`src/sv/dddf_pkg.sv`:
```
// shared constants and types of the decimal digit display feeder
package dddf_pkg;

    localparam int DIGITS      = 6;
    localparam int VALUE_W     = 16;
    localparam int ADDR_W      = 3;
    localparam int CODE_W      = 4;
    localparam int POS_W       = $clog2(DIGITS + 1);

    localparam logic [CODE_W-1:0] BLANK_CODE = 4'hF;

    // floor(x / 10) == (x * RECIP_10) >> RECIP_SHIFT for every 16-bit x
    localparam logic [VALUE_W-1:0] RECIP_10    = 16'd52429;
    localparam int                 RECIP_SHIFT = 19;
    localparam int                 PROD_W      = 2 * VALUE_W;

    typedef struct packed {
        logic [ADDR_W-1:0] addr;
        logic [CODE_W-1:0] code;
        logic              last;
    } t_frame;

endpackage

```
`src/sv/decimal_digit_display_feeder.sv`:
```
// top level: binary value to decimal digit frames with leading zero blanking
//
// Each accepted request is a 16-bit unsigned value; the block sends out six
// display write frames for it, least significant digit first at address 6,
// counting down to the most significant digit at address 1, which carries
// o_last. A digit that is zero with nothing nonzero above it is sent as the
// blank code 15, so a value of zero blanks all six positions, units included.
// The first frame of a value passes the digit stage and then the output
// register. One frame leaves per cycle while the frame side does not stall; a new
// value waits until the last frame of the current one leaves the digit stage,
// as the one result channel carries a single frame per cycle. The next value is
// taken in the same cycle that the last frame of the current one moves into the
// output register. A stalled frame in the output register holds the digit stage
// too, so a stall on the frame side delays the value as well.
module decimal_digit_display_feeder import dddf_pkg::*; (
    input  logic               i_clk,
    input  logic               i_rst_n,
    // value requests
    input  logic               i_valid,
    output logic               o_stall,
    input  logic [VALUE_W-1:0] i_value,
    // digit frame requests
    output logic               o_valid,
    input  logic               i_stall,
    output logic [ADDR_W-1:0]  o_digit_address,
    output logic [CODE_W-1:0]  o_digit_code,
    output logic               o_last
);

    // digit stage: remaining quotient and position of the next digit
    logic               r_busy;
    logic [VALUE_W-1:0] r_rest;
    logic [POS_W-1:0]   r_pos;
    logic               n_busy;
    logic [VALUE_W-1:0] n_rest;
    logic [POS_W-1:0]   n_pos;

    // output register
    logic   r_out_valid;
    t_frame r_frame;
    logic   n_out_valid;
    t_frame n_frame;

    logic [PROD_W-1:0]  w_prod;
    logic [VALUE_W-1:0] w_quot;
    logic [VALUE_W-1:0] w_rem;
    logic [CODE_W-1:0]  w_code;
    logic               w_out_free;
    logic               w_emit;
    logic               w_last_step;
    logic               w_accept;

    // divide by ten through the reciprocal, remainder by shift and subtract
    always_comb begin
        w_prod = PROD_W'(r_rest) * PROD_W'(RECIP_10);
        w_quot = VALUE_W'(w_prod >> RECIP_SHIFT);
        w_rem  = r_rest - (w_quot << 3) - (w_quot << 1);
        // digit is zero with nothing above it exactly when the rest is zero
        w_code = (r_rest == '0) ? BLANK_CODE : w_rem[CODE_W-1:0];
    end

    // handshake: output slot frees when empty or when its frame is taken
    assign w_out_free  = !r_out_valid || !i_stall;
    assign w_emit      = r_busy && w_out_free;
    assign w_last_step = (r_pos == POS_W'(1));
    assign o_stall     = r_busy && !(w_emit && w_last_step);
    assign w_accept    = i_valid && !o_stall;

    always_comb begin
        n_busy      = r_busy;
        n_rest      = r_rest;
        n_pos       = r_pos;
        n_out_valid = r_out_valid;
        n_frame     = r_frame;
        if (w_emit) begin
            // one digit frame into the output register
            n_out_valid  = 1'b1;
            n_frame.addr = r_pos[ADDR_W-1:0];
            n_frame.code = w_code;
            n_frame.last = w_last_step;
            n_rest       = w_quot;
            n_pos        = r_pos - POS_W'(1);
            if (w_last_step) begin
                n_busy = 1'b0;
            end
        end else if (w_out_free) begin
            n_out_valid = 1'b0;
        end
        // a new value loads when the block is idle or as the previous one finishes
        if (w_accept) begin
            n_busy = 1'b1;
            n_rest = i_value;
            n_pos  = POS_W'(DIGITS);
        end
    end

    always_ff @(posedge i_clk) begin
        if (!i_rst_n) begin
            r_busy      <= 1'b0;
            r_out_valid <= 1'b0;
        end else begin
            r_busy      <= n_busy;
            r_out_valid <= n_out_valid;
        end
    end

    // payload registers, no reset
    always_ff @(posedge i_clk) begin
        r_rest  <= n_rest;
        r_pos   <= n_pos;
        r_frame <= n_frame;
    end

    assign o_valid         = r_out_valid;
    assign o_digit_address = r_frame.addr;
    assign o_digit_code    = r_frame.code;
    assign o_last          = r_frame.last;

endmodule

```
`config.mk`:
```
export PLATFORM = sky130hd
export DESIGN_NAME = decimal_digit_display_feeder
export DESIGN_NICKNAME = d
export VERILOG_FILES = /design/src/sv/dddf_pkg.sv /design/src/sv/decimal_digit_display_feeder.sv
export SDC_FILE = /design/constraint.sdc
export NUM_CORES = 1
export LEC_CHECK = 0
export BUFFER_PORTS_ARGS = -buffer_cell sky130_fd_sc_hd__buf_2
export CORE_ASPECT_RATIO = 1.75
export CORE_UTILIZATION = 27
export DETAILED_ROUTE_END_ITERATION = 6
export GPL_TIMING_DRIVEN = 0
export PLACE_DENSITY = 0.39
export SLEW_MARGIN = 5
export SYNTH_ARGS = -nofsm -noshare
export SYNTH_HDL_FRONTEND = slang
export SYNTH_SLANG_ARGS = --single-unit
```
`constraint.sdc`:
```
create_clock -name i_clk -period 16.83 [get_ports i_clk]
set_clock_uncertainty 0.15 [all_clocks]
set_input_delay 0.8415 -clock i_clk [delete_from_list [all_inputs] [get_ports i_clk]]
set_output_delay 0.8415 -clock i_clk [all_outputs]
set_load 0.01 [all_outputs]
```
==> out/metrics.cfg <==
[worst_setup_path]
critPathMaxFanout = 7
rr_worst_depth = 24
path_class = flip-flop to flip-flop
cp-start-kind = flip-flop
r2r-start = r_rest[0]
endpoint_kind = flip-flop
rr_endpoint = o_digit_code[3]
r2r_slack_ns = 10.15
required_ns = 16.71
arrival_ns = 6.56

[yosys]
ys.flop_type = edfxtp_1
netlist-cell-type-count = 50
avgSynthCellArea_sq_um = 9.99
seq_area_frac_synth = 0.137
synth_area_sq_mm = 0.00599
synth_edf_count = 24
netlist_instances = 600
yosysWarnings = 0
synth_seq_cells = 29
async_flop_share = 0
syn-num-nets = 844

[clock_network]
cts.repair.resized = 0
cts_buffers = 5
path_clk_slew_ns = 0.05
cts_tree = built
h-tree-depth = 2
clk_path_buf_depth = 2
postCtsSetupBuffers = 0
clock_sinks = 29
clkLatencyLatePin_ns = 0.27
cts_hold_buf = 0
root_buffer = clkbuf_16

[sta]
fmax_mhz = 150
slew_violations = 0
tns_ns = 0
relSlewSlack = 0.433
worst_pin_slew_ns = 0.851
final-hold-violation-count = 0
setup_viol = 0
post-route-period-util = 0.397
fin_crit_ns = 6.68
rsz0062_at_grt = no
hold_slack_ns = 0.307

[run_status]
run_status = finished clean

[min_path]
hp-start = r_pos[1]
holdPathStages = 0
hold_class = flip-flop to flip-flop
whs_endpoint = o_digit_address[1]

[cells_and_area]
syn_to_final_growth_pct = 11.4
nNetsFinal = 880
antenna_cells = 0
drive_gt1_frac = 0.0848
final_area_sq_mm = 0.00667

[global_routing]
track_usage = 0.155
grt_pass1_vias = 4799
grt-ovfl-total = 0
grt_max_degree = 17
grt_pass1_wl_mm = 25.7
antenna_found_initial = 0

[die]
die_w_um = 115
dieArea_sq_mm = 0.0228
num_rows = 71
die_y_um = 199
initial_core_util = 0.278
pin_count = 30
core_area_sq_mm = 0.0216

[detailed_routing]
drt_pass1_iterations = 4
drtIter0Drc = 115
finalWirelength_mm = 16.1
viasPerCell = 4.43
drc = 0
wire_per_inst_um = 17.3
postRouteAntennaNets = 0
vias = 4115

[placement]
io_buffers = 29
gp_congestion = 0.899
dpl-instance-area_sq_mm = 0.00651
hpwl_mm = 14.8

[flow_run]
cap_violations = 0

worst max-delay path by stage:
stage	from	end	slack, ns
CTS	r_rest[0]	o_digit_code[3]	10.04
finish	r_rest[0]	o_digit_code[3]	10.15
global placement	r_rest[0]	o_digit_code[3]	10.10
detailed placement	r_rest[0]	o_digit_code[3]	10.07
global route	r_rest[0]	o_digit_code[3]	9.80
floorplan	r_rest[0]	o_digit_code[3]	10.96
cell families after synthesis:
group	Yosys count	share of synthesized area
flip-flops	29	0.137
AO/OA/AOI/OAI	75	0.0881
AND/OR/NAND/NOR	70	0.0583
buffers and inverters	177	0.111
XOR/XNOR	22	0.0322
multiplexers	3	0.00564
adder cells (fa/ha/maj)	224	0.568
per-layer routing:
layer / wire (um) / up-vias / global-route usage
met5: 0 / - / 0
met1: 5630 / 2021 / 0.150
li1: - / 2003 / -
met2: 9350 / 61 / 0.319
met4: 965 / 0 / 0.0823
met3: 163 / 30 / 0.00789
worst max-delay path, stage by stage (launching register included):
cell and delay [ns]:
edfxtp_1 0.55, inv_1 0.12, ha_1 0.46, ha_1 0.35
inv_1 0.05, fa_1 0.51, inv_1 0.07, fa_1 0.50
fa_1 0.55, inv_1 0.06, fa_1 0.53, inv_1 0.08
ha_1 0.35, o2111a_1 0.32, o211a_1 0.16, a31oi_1 0.29
nand2_1 0.12, a21oi_1 0.19, xnor2_1 0.18, ha_1 0.30
nand2_1 0.06, o21ai_0 0.09, xnor2_1 0.19, xnor2_1 0.14
nand2_1 0.07
stage by stage:
stage / util / worst slack (ns) / cells
5_1_grt: 0.309 / 9.80 / 929
4_1_cts: 0.309 / 10.04 / 929
2_1_floorplan: - / 10.96 / 600
3_5_place_dp: 0.301 / 10.07 / 921
3_3_place_gp: 0.301 / 10.10 / 921
6_report: 0.309 / 10.15 / 929
cells in the mapped netlist (6+ instances only):
| master | count | area [sq um] |
|---|---|---|
| nor2_1 | 7 | 26.3 |
| nand2_1 | 33 | 124 |
| a21o_1 | 6 | 45.0 |
| inv_1 | 175 | 657 |
| edfxtp_1 | 24 | 721 |
| o21ai_0 | 17 | 85.1 |
| a21oi_1 | 20 | 100 |
| xnor2_1 | 14 | 123 |
| fa_1 | 80 | 1600 |
| xor2_1 | 8 | 70.1 |
| ha_1 | 144 | 1800 |
layout make-up:
type / count / area (sq um)
fillers: 2279 / 14900
multi-input cells: 394 / 4510
flip-flops and latches: 29 / 821
inverters: 175 / 657
well taps: 292 / 365
clock buffers: 8 / 168
repair buffers: 29 / 145
plain buffers: 2 / 7.51
flip-flops by register name, summed over array words and instances (netlist names):
name,flops
o_valid,1
o_digit_code,4
r_busy,1
o_last,1
r_rest,16
o_digit_address,3
r_pos,3
cells in the final DEF (no fill, tap or decap), types with 4 or more instances in the layout:
| cell type | instances |
|---|---|
| inv_1 | 175 |
| xnor2_1 | 14 |
| buf_2 | 29 |
| clkbuf_16 | 6 |
| nand4_1 | 4 |
| fa_1 | 80 |
| a21o_1 | 6 |
| a211oi_1 | 4 |
| nor2_1 | 7 |
| edfxtp_1 | 24 |
| nand2_1 | 33 |
| dfxtp_1 | 5 |
| ha_1 | 144 |
| a21oi_1 | 20 |
| o21ai_0 | 16 |
| and3_1 | 5 |
| xor2_1 | 8 |
| nand3_1 | 5 |
Power is not shown: default switching activity piles up to over one toggle a cycle in this logic, so the estimate is an artifact.
